==> src/design/plc_iob_pkg.sv <==
// Shared constants, types and opcodes for the PLC I/O board register map.
// No dependencies; imported by the register, execute and top modules of the block.
package plc_iob_pkg;

  localparam int BOARDS            = 4;
  localparam int INPUTS_PER_BOARD  = 32;
  localparam int OUTPUTS_PER_BOARD = 16;

  localparam int OP_W    = 3;
  localparam int INDEX_W = 8;
  localparam int CNT_W   = 32;

  // Address decode: inputs take 64 channels per board, outputs 32.
  localparam int IN_STRIDE      = 64;
  localparam int OUT_STRIDE     = 32;
  localparam int IN_CHAN_W      = $clog2(IN_STRIDE);
  localparam int OUT_CHAN_W     = $clog2(OUT_STRIDE);
  localparam int IN_OVL_CHAN    = IN_STRIDE - 1;
  localparam int OUT_REARM_CHAN = OUT_STRIDE - 1;

  localparam int BOARD_W  = (BOARDS > 1) ? $clog2(BOARDS) : 1;
  localparam int IN_BIT_W = (INPUTS_PER_BOARD > 1) ? $clog2(INPUTS_PER_BOARD) : 1;
  localparam int OUT_BIT_W = (OUTPUTS_PER_BOARD > 1) ? $clog2(OUTPUTS_PER_BOARD) : 1;

  typedef enum logic [OP_W-1:0] {
    OP_READ_IN   = 3'd0,
    OP_SET_IN    = 3'd1,
    OP_READ_OUT  = 3'd2,
    OP_WRITE_OUT = 3'd3,
    OP_SET_OVL   = 3'd4
  } op_t;

  typedef struct packed {
    logic [OP_W-1:0]    operation;
    logic [INDEX_W-1:0] index;
    logic               value;
  } item_t;

  typedef struct packed {
    logic             bit_value;
    logic             board_valid;
    logic [CNT_W-1:0] input_read_count;
    logic [CNT_W-1:0] output_write_count;
    logic [CNT_W-1:0] overload_reset_count;
  } result_t;

endpackage

==> src/design/plc_iob_in_reg.sv <==
// Input register stage: captures one accepted beat and holds it until executed.
// Depends on plc_iob_pkg.
module plc_iob_in_reg (
  input  logic                clk,
  input  logic                rst_n,
  input  logic                in_valid,
  output logic                in_ready,
  input  plc_iob_pkg::item_t  in_item,
  input  logic                pop,
  output logic                item_valid,
  output plc_iob_pkg::item_t  item
);
  import plc_iob_pkg::*;

  logic  valid_r, valid_nxt;
  item_t item_r;
  logic  load;

  // Take a new beat when empty or when the held one leaves this cycle.
  assign in_ready = !valid_r || pop;
  assign load     = in_valid && in_ready;

  always_comb begin
    valid_nxt = valid_r;
    if (load) begin
      valid_nxt = 1'b1;
    end else if (pop) begin
      valid_nxt = 1'b0;
    end
  end

  always_ff @(posedge clk) begin
    if (!rst_n) begin
      valid_r <= 1'b0;
    end else begin
      valid_r <= valid_nxt;
    end
  end

  always_ff @(posedge clk) begin
    if (load) begin
      item_r <= in_item;
    end
  end

  assign item_valid = valid_r;
  assign item       = item_r;

endmodule

==> src/design/plc_iob_exec.sv <==
// Board state and single-pass operation logic: I/O bits, overload flags, counters.
// Depends on plc_iob_pkg; state advances only when fire is high.
module plc_iob_exec (
  input  logic                 clk,
  input  logic                 rst_n,
  input  logic                 fire,
  input  plc_iob_pkg::item_t   item,
  output plc_iob_pkg::result_t result
);
  import plc_iob_pkg::*;

  logic [INPUTS_PER_BOARD-1:0]  in_bits_r  [BOARDS];
  logic [INPUTS_PER_BOARD-1:0]  in_bits_nxt [BOARDS];
  logic [OUTPUTS_PER_BOARD-1:0] out_bits_r  [BOARDS];
  logic [OUTPUTS_PER_BOARD-1:0] out_bits_nxt [BOARDS];
  logic [BOARDS-1:0]            ovl_ok_r, ovl_ok_nxt;
  logic [CNT_W-1:0]             rd_cnt_r    [BOARDS];
  logic [CNT_W-1:0]             rd_cnt_nxt  [BOARDS];
  logic [CNT_W-1:0]             wr_cnt_r    [BOARDS];
  logic [CNT_W-1:0]             wr_cnt_nxt  [BOARDS];
  logic [CNT_W-1:0]             rearm_cnt_r   [BOARDS];
  logic [CNT_W-1:0]             rearm_cnt_nxt [BOARDS];

  always_comb begin
    logic [INDEX_W-1:0]    in_brd;
    logic [INDEX_W-1:0]    out_brd;
    logic [INDEX_W-1:0]    brd;
    logic [IN_CHAN_W-1:0]  in_chan;
    logic [OUT_CHAN_W-1:0] out_chan;
    logic [BOARD_W-1:0]    bidx;
    logic                  brd_ok;
    logic                  bit_v;
    logic                  valid_v;

    in_brd   = INDEX_W'(item.index[INDEX_W-1:IN_CHAN_W]);
    out_brd  = INDEX_W'(item.index[INDEX_W-1:OUT_CHAN_W]);
    in_chan  = item.index[IN_CHAN_W-1:0];
    out_chan = item.index[OUT_CHAN_W-1:0];

    unique case (op_t'(item.operation))
      OP_READ_IN, OP_SET_IN:     brd = in_brd;
      OP_READ_OUT, OP_WRITE_OUT: brd = out_brd;
      default:                   brd = item.index;
    endcase
    brd_ok = (brd < INDEX_W'(BOARDS));
    bidx   = brd[BOARD_W-1:0];

    in_bits_nxt   = in_bits_r;
    out_bits_nxt  = out_bits_r;
    ovl_ok_nxt    = ovl_ok_r;
    rd_cnt_nxt    = rd_cnt_r;
    wr_cnt_nxt    = wr_cnt_r;
    rearm_cnt_nxt = rearm_cnt_r;
    bit_v         = 1'b0;
    valid_v       = 1'b0;

    if (brd_ok) begin
      unique case (op_t'(item.operation))
        OP_READ_IN: begin
          valid_v = 1'b1;
          rd_cnt_nxt[bidx] = rd_cnt_r[bidx] + CNT_W'(1);
          // Top channel of each input board reports overload-ok.
          if (in_chan == IN_CHAN_W'(IN_OVL_CHAN)) begin
            bit_v = ovl_ok_r[bidx];
          end else if (in_chan < IN_CHAN_W'(INPUTS_PER_BOARD)) begin
            bit_v = in_bits_r[bidx][in_chan[IN_BIT_W-1:0]];
          end
        end
        OP_SET_IN: begin
          valid_v = 1'b1;
          if (in_chan < IN_CHAN_W'(INPUTS_PER_BOARD)) begin
            in_bits_nxt[bidx][in_chan[IN_BIT_W-1:0]] = item.value;
          end
        end
        OP_READ_OUT: begin
          valid_v = 1'b1;
          if (out_chan < OUT_CHAN_W'(OUTPUTS_PER_BOARD)) begin
            bit_v = out_bits_r[bidx][out_chan[OUT_BIT_W-1:0]];
          end
        end
        OP_WRITE_OUT: begin
          valid_v = 1'b1;
          wr_cnt_nxt[bidx] = wr_cnt_r[bidx] + CNT_W'(1);
          // Top output channel re-arms overload-ok on a one; a zero only counts.
          if (out_chan == OUT_CHAN_W'(OUT_REARM_CHAN)) begin
            if (item.value) begin
              ovl_ok_nxt[bidx]    = 1'b1;
              rearm_cnt_nxt[bidx] = rearm_cnt_r[bidx] + CNT_W'(1);
            end
          end else if (out_chan < OUT_CHAN_W'(OUTPUTS_PER_BOARD)) begin
            out_bits_nxt[bidx][out_chan[OUT_BIT_W-1:0]] = item.value;
          end
        end
        OP_SET_OVL: begin
          valid_v = 1'b1;
          ovl_ok_nxt[bidx] = !item.value;
        end
        default: begin
          valid_v = 1'b0;
        end
      endcase
    end

    result.bit_value   = bit_v;
    result.board_valid = valid_v;
    if (valid_v) begin
      result.input_read_count     = rd_cnt_nxt[bidx];
      result.output_write_count   = wr_cnt_nxt[bidx];
      result.overload_reset_count = rearm_cnt_nxt[bidx];
    end else begin
      result.input_read_count     = '0;
      result.output_write_count   = '0;
      result.overload_reset_count = '0;
    end
  end

  always_ff @(posedge clk) begin
    if (!rst_n) begin
      ovl_ok_r <= '1;
      for (int b = 0; b < BOARDS; b++) begin
        in_bits_r[b]   <= '0;
        out_bits_r[b]  <= '0;
        rd_cnt_r[b]    <= '0;
        wr_cnt_r[b]    <= '0;
        rearm_cnt_r[b] <= '0;
      end
    end else if (fire) begin
      ovl_ok_r    <= ovl_ok_nxt;
      in_bits_r   <= in_bits_nxt;
      out_bits_r  <= out_bits_nxt;
      rd_cnt_r    <= rd_cnt_nxt;
      wr_cnt_r    <= wr_cnt_nxt;
      rearm_cnt_r <= rearm_cnt_nxt;
    end
  end

endmodule

==> src/design/plc_iob_out_reg.sv <==
// Result register: holds one finished beat until the consumer takes it.
// Depends on plc_iob_pkg.
module plc_iob_out_reg (
  input  logic                 clk,
  input  logic                 rst_n,
  input  logic                 res_valid,
  output logic                 res_ready,
  input  plc_iob_pkg::result_t res,
  output logic                 out_valid,
  input  logic                 out_ready,
  output plc_iob_pkg::result_t out_res
);
  import plc_iob_pkg::*;

  logic    valid_r, valid_nxt;
  result_t res_r;
  logic    load;

  assign res_ready = !valid_r || out_ready;
  assign load      = res_valid && res_ready;

  always_comb begin
    valid_nxt = valid_r;
    if (load) begin
      valid_nxt = 1'b1;
    end else if (out_ready) begin
      valid_nxt = 1'b0;
    end
  end

  always_ff @(posedge clk) begin
    if (!rst_n) begin
      valid_r <= 1'b0;
    end else begin
      valid_r <= valid_nxt;
    end
  end

  always_ff @(posedge clk) begin
    if (load) begin
      res_r <= res;
    end
  end

  assign out_valid = valid_r;
  assign out_res   = res_r;

endmodule

==> src/design/plc_io_board_register_map_core.sv <==
// PLC I/O board register map: one bus operation per beat (read or set an input bit,
// read or write an output bit, set overload) with per-board read, write and re-arm
// counters. Throughput is one beat per clock while the consumer is ready. A result is
// presented from the result register: the input register captures the beat, and the
// result register takes the single pass of decode and state update once it can accept
// it. Input and output both stall cleanly.
module plc_io_board_register_map_core (
  input  logic                            clk,
  input  logic                            rst_n,
  input  logic                            in_valid,
  output logic                            in_ready,
  input  logic [plc_iob_pkg::OP_W-1:0]    in_operation,
  input  logic [plc_iob_pkg::INDEX_W-1:0] in_index,
  input  logic                            in_value,
  output logic                            out_valid,
  input  logic                            out_ready,
  output logic                            out_bit_value,
  output logic                            out_board_valid,
  output logic [plc_iob_pkg::CNT_W-1:0]   out_input_read_count,
  output logic [plc_iob_pkg::CNT_W-1:0]   out_output_write_count,
  output logic [plc_iob_pkg::CNT_W-1:0]   out_overload_reset_count
);
  import plc_iob_pkg::*;

  item_t   in_item;
  item_t   item;
  logic    item_valid;
  logic    res_ready;
  logic    fire;
  result_t res;
  result_t out_res;

  assign in_item.operation = in_operation;
  assign in_item.index     = in_index;
  assign in_item.value     = in_value;

  // Execute the held beat when the result register can take it.
  assign fire = item_valid && res_ready;

  plc_iob_in_reg u_in_reg (
    .clk        (clk),
    .rst_n      (rst_n),
    .in_valid   (in_valid),
    .in_ready   (in_ready),
    .in_item    (in_item),
    .pop        (fire),
    .item_valid (item_valid),
    .item       (item)
  );

  plc_iob_exec u_exec (
    .clk    (clk),
    .rst_n  (rst_n),
    .fire   (fire),
    .item   (item),
    .result (res)
  );

  plc_iob_out_reg u_out_reg (
    .clk       (clk),
    .rst_n     (rst_n),
    .res_valid (item_valid),
    .res_ready (res_ready),
    .res       (res),
    .out_valid (out_valid),
    .out_ready (out_ready),
    .out_res   (out_res)
  );

  assign out_bit_value            = out_res.bit_value;
  assign out_board_valid          = out_res.board_valid;
  assign out_input_read_count     = out_res.input_read_count;
  assign out_output_write_count   = out_res.output_write_count;
  assign out_overload_reset_count = out_res.overload_reset_count;

endmodule

==> config.mk <==
export PLATFORM = sky130hd
export DESIGN_NAME = plc_io_board_register_map_core
export DESIGN_NICKNAME = d
export VERILOG_FILES = /design/src/design/plc_iob_pkg.sv /design/src/design/plc_iob_in_reg.sv /design/src/design/plc_iob_exec.sv /design/src/design/plc_iob_out_reg.sv /design/src/design/plc_io_board_register_map_core.sv
export SDC_FILE = /design/constraint.sdc
export NUM_CORES = 2
export LEC_CHECK = 0
export ABC_AREA = 1
export BUFFER_PORTS_ARGS = -buffer_cell sky130_fd_sc_hd__buf_2
export CAP_MARGIN = 25
export CORE_UTILIZATION = 45
export CTS_CLUSTER_DIAMETER = 50
export DETAILED_ROUTE_END_ITERATION = 6
export SKIP_LAST_GASP = 1
export SLEW_MARGIN = 20
export SYNTH_ARGS = -nofsm -noshare
export SYNTH_HDL_FRONTEND = slang
export SYNTH_SLANG_ARGS = --single-unit
==> constraint.sdc <==
create_clock -name clk -period 7.3 [get_ports clk]
set_clock_uncertainty 0.15 [all_clocks]
set_input_delay 0.73 -clock clk [delete_from_list [all_inputs] [get_ports clk]]
set_output_delay 0.73 -clock clk [all_outputs]
set_load 0.02 [all_outputs]
# Yosys cells after proc, flatten, opt, wreduce, memory -nomap -nowiden
# Cells that the tools add are included.
dict set report classes {
  addsub 3
  mul 0
  div 0
  magnitude_cmp 11
  eq_ne 8
  shifts 0
  mux 70
  bitwise_logic 3
  n_reduce_logical 21
}
# operator n
set op_table {}
lappend op_table {{$mux W128} 8}
lappend op_table {{$bwmux W128} 4}
lappend op_table {{$mux W32} 16}
lappend op_table {{$bmux W32 S2} 7}
lappend op_table {{$demux W32 S2} 2}
lappend op_table {{$add A32 B1 Y32 const B} 3}
lappend op_table {{$bwmux W64} 1}
lappend op_table {{$mux W16} 3}
lappend op_table {{$bmux W16 S2} 1}
lappend op_table {{$demux W16 S2} 1}
lappend op_table {{$pmux W8 S2} 1}
lappend op_table {{$mux W1} 15}
lappend op_table {{$reduce_and A5 Y1} 2}
lappend op_table {{$lt A8 B3 Y1 const B} 1}
lappend op_table {{$mux W4} 2}
lappend op_table {{$pmux W4 S2} 1}
lappend op_table {{$eq A3 B2 Y1 const B} 2}
lappend op_table {{$eq A6 B6 Y1 const B} 1}
lappend op_table {{$logic_and A1 B1 Y1} 6}
lappend op_table {{$lt A5 B6 Y1 const B} 1}
lappend op_table {{$lt A6 B6 Y1 const B} 1}
lappend op_table {{$reduce_bool A2 Y1} 3}
lappend op_table {{$bmux W1 S5} 1}
lappend op_table {{$demux W1 S5} 1}
lappend op_table {{28 further kinds} 32}
dict set report totals {
  ff_bits 692
  latchBits 0
  ram_bits 0
  mem_bits_ro 0
  in_bits 16
  out_inout_bits 100
  wordCells 147
  memories 0
}

# Logic depth before layout (Yosys ltp)
dict set report logic_depth {
  depth_word 16
  depth_mapped 22
  depth_no_buf 21
}

# By module
# A second synthesis with hierarchy kept.
dict set report hier_totals {
  hier_cells 6506
  hier_area_um2 41702.5
}
# mod instances cells_each area_each_um2 seq_area_each_um2
set modules_own_cells {}
lappend modules_own_cells {plc_iob_exec 1 6380 38289.2 11611.1}
lappend modules_own_cells {plc_iob_out_reg 1 105 2994.1 2962.8}
lappend modules_own_cells {plc_iob_in_reg 1 19 411.6 380.4}
lappend modules_own_cells {plc_io_board_register_map_core 1 2 7.5 0.0}

# Worst setup path after synthesis
# No wires, ideal clock.
dict set report synth_timing {
  path_kind {input to register}
  from {input port out_ready}
  to {register u_out_reg.res_r, in the netlist u_out_reg.out_res[0] (enable)}
  setup_ps 501
  arrival_time_ps 4417
  t_required_ps 6649
  setup_slack_ps 2233
  cell_stages 7
  n_path_buf 3
  path_cell_list {inv_1 nand2_1 nand2_1 inv_1 clkbuf_1 clkbuf_1 clkbuf_1}
}
dict set report synth_via {
  elab_chain_len 2
}
# item line
set synth_rtl {}
lappend synth_rtl {{start: declaration} plc_io_board_register_map_core.sv:16} ;# input logic out_ready,
lappend synth_rtl {{$logic_or A1 B1 Y1} plc_iob_out_reg.sv:19} ;# assign res_ready = !valid_r || out_ready;
lappend synth_rtl {{$logic_and A1 B1 Y1} n/a}
lappend synth_rtl {{net fire} plc_io_board_register_map_core.sv:29} ;# logic fire;
lappend synth_rtl {{end signal: assignment} plc_iob_out_reg.sv:41} ;# res_r <= res;
lappend synth_rtl {{end: declaration} plc_iob_out_reg.sv:16} ;# result_t res_r;
# The timed path passes the listed nets, and every way through them passes these cells.
# A chain may end at the register's enable or synchronous reset.

# Worst setup path in the final report
dict set report layout_timing {
  from {register u_in_reg.item_r, in the netlist u_in_reg.item[10]}
  to {register u_out_reg.res_r, in the netlist u_out_reg.out_res[82] (data pin)}
}
dict set report layout_via {
  elab_chain_len 14
  elab_cells_between_ends 28
  cone_classes {1 x add/sub; 3 x order compare; 4 x eq/ne; 14 x mux; 1 x bitwise; 5 x reduce/logical}
}
# item line
set layout_rtl {}
lappend layout_rtl {{start: declaration} plc_iob_in_reg.sv:16} ;# item_t item_r;
lappend layout_rtl {{start signal: assignment} plc_iob_in_reg.sv:42} ;# item_r <= in_item;
lappend layout_rtl {{$eq A3 B2 Y1 (tied with other cells)} {plc_iob_exec.sv:40, plc_iob_exec.sv:58}}
lappend layout_rtl {{$reduce_or A2 Y1} plc_iob_exec.sv:40} ;# unique case (op_t'(item.operation))
lappend layout_rtl {{$pmux W8 S2} plc_iob_exec.sv:40}
lappend layout_rtl {{$not A2 Y3 (not written as such)} {plc_iob_exec.sv:61, plc_iob_exec.sv:107}}
lappend layout_rtl {{$bmux W32 S2 (tied with other cells)} plc_iob_exec.sv:61} ;# rd_cnt_nxt[bidx] = rd_cnt_r[bidx] + CNT_W'(1);
lappend layout_rtl {{$mux W32 (not written as such) / $logic_and A1 B1 Y1 (equally long branches)} plc_iob_exec.sv:61}
lappend layout_rtl {{$mux W32 (not written as such)} plc_iob_exec.sv:61}
lappend layout_rtl {{$add A32 B1 Y32 / $demux W32 S2 (equally long branches)} plc_iob_exec.sv:61}
lappend layout_rtl {{$bwmux W128} plc_iob_exec.sv:61}
lappend layout_rtl {{$mux W128} plc_iob_exec.sv:58} ;# unique case (op_t'(item.operation))
lappend layout_rtl {{$mux W128} plc_iob_exec.sv:57} ;# if (brd_ok) begin
lappend layout_rtl {{$bmux W32 S2} plc_iob_exec.sv:107} ;# result.input_read_count = rd_cnt_nxt[bidx];
lappend layout_rtl {{$mux W32 (not written as such) (2 in a row)} plc_iob_exec.sv:107}
# Parallel ways exist; a longest one is shown, timed or not. The select of a mux whose other input is x is not followed.

==> flow_metrics.env <==
export IMPL_cts_sinks=692
export IMPL_min_path_type="input pin to register"
export IMPL_drt_total_wl_um=149100
export IMPL_rrSetupSlack_ns=2.26
export IMPL_syn_area_mm2=0.04325
export IMPL_hold_violations=0
export IMPL_portBuffers=115
export IMPL_n_fill_cell=9878
export IMPL_post_cts_setup_buffer_count=0
export IMPL_routedWlPerCell_um=18.10
export IMPL_reg2reg_from="u_in_reg.item[10]"
export IMPL_crit_type="register to register"
export IMPL_drt_iter0_markers=4286
export IMPL_first_pass_iters=7
export IMPL_ctsRootBufferMaster="clkbuf_16"
export IMPL_synth_seq_area_share=0.3458
export IMPL_ys_warn_count=0
export IMPL_syn_to_final_growth_pct=11.05
export IMPL_r2r_end="u_out_reg.out_res[82]"
export IMPL_synthArstFlopShare=0
export IMPL_grt_max_degree=229
export IMPL_clkPwrFrac=0.458
export IMPL_p_per_area_mw_per_mm2=245.9
export IMPL_synth_edf_count=110
export IMPL_placeableCoreArea_mm2=0.09515
export IMPL_period_needed_ns=5.042
export IMPL_routed_via_density=5.549
export IMPL_power_internal_mw=7.970
export IMPL_p_sw_mw=3.842
export IMPL_sw_frac_of_total=0.3253
export IMPL_setup_viol=0
export IMPL_hold_start="in_value"
export IMPL_drive_gt1_frac=0.06988
export IMPL_yosys_cell_types_count=46
export IMPL_synth_main_ff_cell="dfxtp_1"
export IMPL_synth_area_leaders="dfxtp_1, nand2_1, nand3_1, edfxtp_1, inv_1"
export IMPL_htree_num_levels=3
export IMPL_status="finished clean"
export IMPL_tns_ns=0
export IMPL_synth_seq_cells=692
export IMPL_relSlewSlack=0.2730
export IMPL_drc=0
export IMPL_r2r_cells=20
export IMPL_vdd_ir_drop_max_v=0.0001786
export IMPL_cts_buffer_depth=3
export IMPL_die_width_um=312.0
export IMPL_syn_avg_cell_area_um2=6.155
export IMPL_period_share=0.6906
export IMPL_dp_hpwl_um=90920
export IMPL_holdPathStages=1
export IMPL_clk_latency_ns=0.72
export IMPL_synth_top_area_frac=0.2694
export IMPL_cts_inserted_buffers=110
export IMPL_globalRouteOverflowTotal=0
export IMPL_crit_fanout=85
export IMPL_seqPwrFrac=0.353
export IMPL_maxCapViolCount=0
export IMPL_postRouteAntennaNets=0
export IMPL_holdPathEnd="u_in_reg.item[0]"
export IMPL_grt_pass1_wl_um=233700
export IMPL_grt_usage=0.2970
export IMPL_p_leak_nw=21.66
export IMPL_hold_buffers=0
export IMPL_die_area_mm2=0.09735
export IMPL_synth_top_area_cell="dfxtp_1"
export IMPL_clkTransAtPathRegs_ns=0.06
export IMPL_syn_inst=7027
export IMPL_rsz0062_at_grt="false"
export IMPL_end_kind="register"
export IMPL_tightest_slew_ns=1.090
export IMPL_initial_core_util=0.4545
export IMPL_antenna_found_initial=6
export IMPL_arrival_ns=5.30
export IMPL_std_cell_rows=113
export IMPL_synth_fp_nets=7046
export IMPL_whs_ns=0.03501
export IMPL_crit_required_ns=7.56
export IMPL_cts_tree="done"
export IMPL_gp_congestion=0.9550
export IMPL_nNetsFinal=6893
export IMPL_first_global_vias=41244
export IMPL_cts_resized=0
export IMPL_maxSlewViolCount=0
export IMPL_num_vias=45699
export IMPL_comb_power_share=0.189
export IMPL_max_freq_ghz=0.1984
export IMPL_io_pin_count=116
export IMPL_die_height_um=312.0
export IMPL_cp_start_kind="register"
per-layer routing:
metal / track usage / routed length [um] / vias up
met5: 0 / 0 / -
met4: 0.08634 / 3662 / 0
met3: 0.03457 / 10780 / 234
met2: 0.4815 / 67190 / 1652
met1: 0.4141 / 67420 / 21039
li1: - / - / 22774
power by group through the flow:
stage	registers [mW]	logic, mW	clock network (mW)
3_5_place_dp	4.24	2.20	0
4_1_cts	4.16	2.21	5.48
6_report	4.17	2.24	5.41
3_3_place_gp	4.24	2.19	0
2_1_floorplan	4.25	1.58	0
5_1_grt	4.18	2.49	5.65
final cells by class:
class	count	area, um2	share of cell area
Tap cell	1265	1583	0.03296
Clock buffer	131	2883	0.06002
Multi-Input combinational cell	5124	23600	0.4913
Clock inverter	76	893.4	0.01860
Timing Repair Buffer	194	1266	0.02636
Inverter	752	2848	0.05929
Sequential cell	692	14950	0.3114
Antenna cell	1	2.502	0.00005210
cells by family (layout without fill, tap and decap cells):
family / count (synthesis) / after routing / share of synthesized area
simple gates: 3712 / 3712 / 0.3563
xor+xnor: 19 / 19 / 0.004021
fa+ha+maj: 3 / 3 / 0.0008680
compound gates: 1389 / 1389 / 0.1826
buf+inv: 1211 / 1153 / 0.1101
mux: 1 / 1 / 0.0002315
flops: 692 / 692 / 0.3458
other cells: 0 / 1 / 0
cells in the final DEF, fill, tap and decap left out, types with 6 or more instances in the layout:
cell	instances
nand2_1	2064
o22ai_1	56
clkinv_2	23
buf_4	72
clkbuf_16	111
a311oi_1	132
inv_1	742
nor2_1	675
a211oi_1	18
nor2_2	30
o211ai_1	114
dfxtp_1	582
a21oi_1	489
clkinv_4	7
bufinv_16	13
nand3_1	789
o21ai_1	31
clkinv_1	8
or2_2	44
buf_2	115
xor2_1	17
edfxtp_1	110
nor2_4	11
nand4_1	43
o21ai_0	532
clkbuf_1	17
inv_6	6
nor3_1	30
clkinvlp_4	14
o21a_1	6
metrics by stage:
stage / instances / cell area, um2 / utilization / total power, mW / worst slack [ns]
2_1_floorplan: 7027 / 43250 / - / 5.825 / 2.233
3_3_place_gp: 8024 / 44190 / 0.4644 / 6.425 / 2.484
3_5_place_dp: 8025 / 44220 / 0.4647 / 6.434 / 2.413
4_1_cts: 8232 / 47990 / 0.5044 / 11.84 / 2.378
5_1_grt: 8235 / 48030 / 0.5047 / 12.31 / 1.992
6_report: 8235 / 48030 / 0.5047 / 11.81 / 2.258
synthesized netlist by cell type, types with 2 or more instances:
cell / count
nor2_4: 6
nand3b_1: 5
and2_1: 5
nand3_2: 2
ha_1: 3
o211ai_1: 114
inv_1: 744
buf_1: 44
nand2_1: 2066
nand4_1: 43
o22ai_1: 56
or2_2: 44
buf_2: 105
nand2_2: 5
clkbuf_1: 294
nor2_1: 678
buf_4: 9
inv_2: 7
buf_6: 7
dfxtp_1: 582
a22oi_1: 2
nor2_2: 32
nor3_1: 32
o21a_1: 6
xor2_1: 17
o22a_1: 2
a21oi_1: 489
nand3_1: 789
o21ai_1: 31
a41oi_1: 3
edfxtp_1: 110
a211oi_1: 18
o21ai_0: 532
a311oi_1: 132
nand3_4: 2
registers in the layout, indices dropped and copies added, names as in the netlist:
name                 count
u_exec.out_bits_r       64
u_in_reg.item_valid      1
u_exec.wr_cnt_r        128
u_exec.ovl_ok_r          4
u_exec.rd_cnt_r        128
u_exec.rearm_cnt_r     128
u_out_reg.out_res       98
u_out_reg.out_valid      1
u_in_reg.item           12
u_exec.in_bits_r       128
worst max-delay path, stage by stage (launching register included):
cell,delay (ns)
edfxtp_1,0.49
inv_1,0.11
nor2_2,0.05
nand2_2,0.39
nand3_4,0.59
buf_4,0.60
nand3b_1,0.20
nand2_1,0.08
nor2_2,0.33
ha_1,0.25
nand2_1,0.10
nor2_1,0.29
nand2_1,0.19
nor2_2,0.26
nand3_1,0.11
nand2_1,0.15
nand2_1,0.09
nand3_1,0.09
nand2_1,0.06
nor2_1,0.10
nor2_1,0.04
how the worst max path moves through the flow:
stage,to,slack [ns],cells past startpoint,startpoint
6_report,u_out_reg.out_res[82],2.26,20,u_in_reg.item[10]
3_5_place_dp,u_out_reg.out_res[82],2.41,20,u_in_reg.item[10]
5_1_grt,u_out_reg.out_res[82],1.99,20,u_in_reg.item[10]
3_3_place_gp,u_out_reg.out_res[94],2.48,20,u_in_reg.item[10]
2_1_floorplan,u_out_reg.out_res[0],2.23,7,out_ready
4_1_cts,u_out_reg.out_res[82],2.38,20,u_in_reg.item[10]
Note: power is estimated with default switching activity, not from simulation.
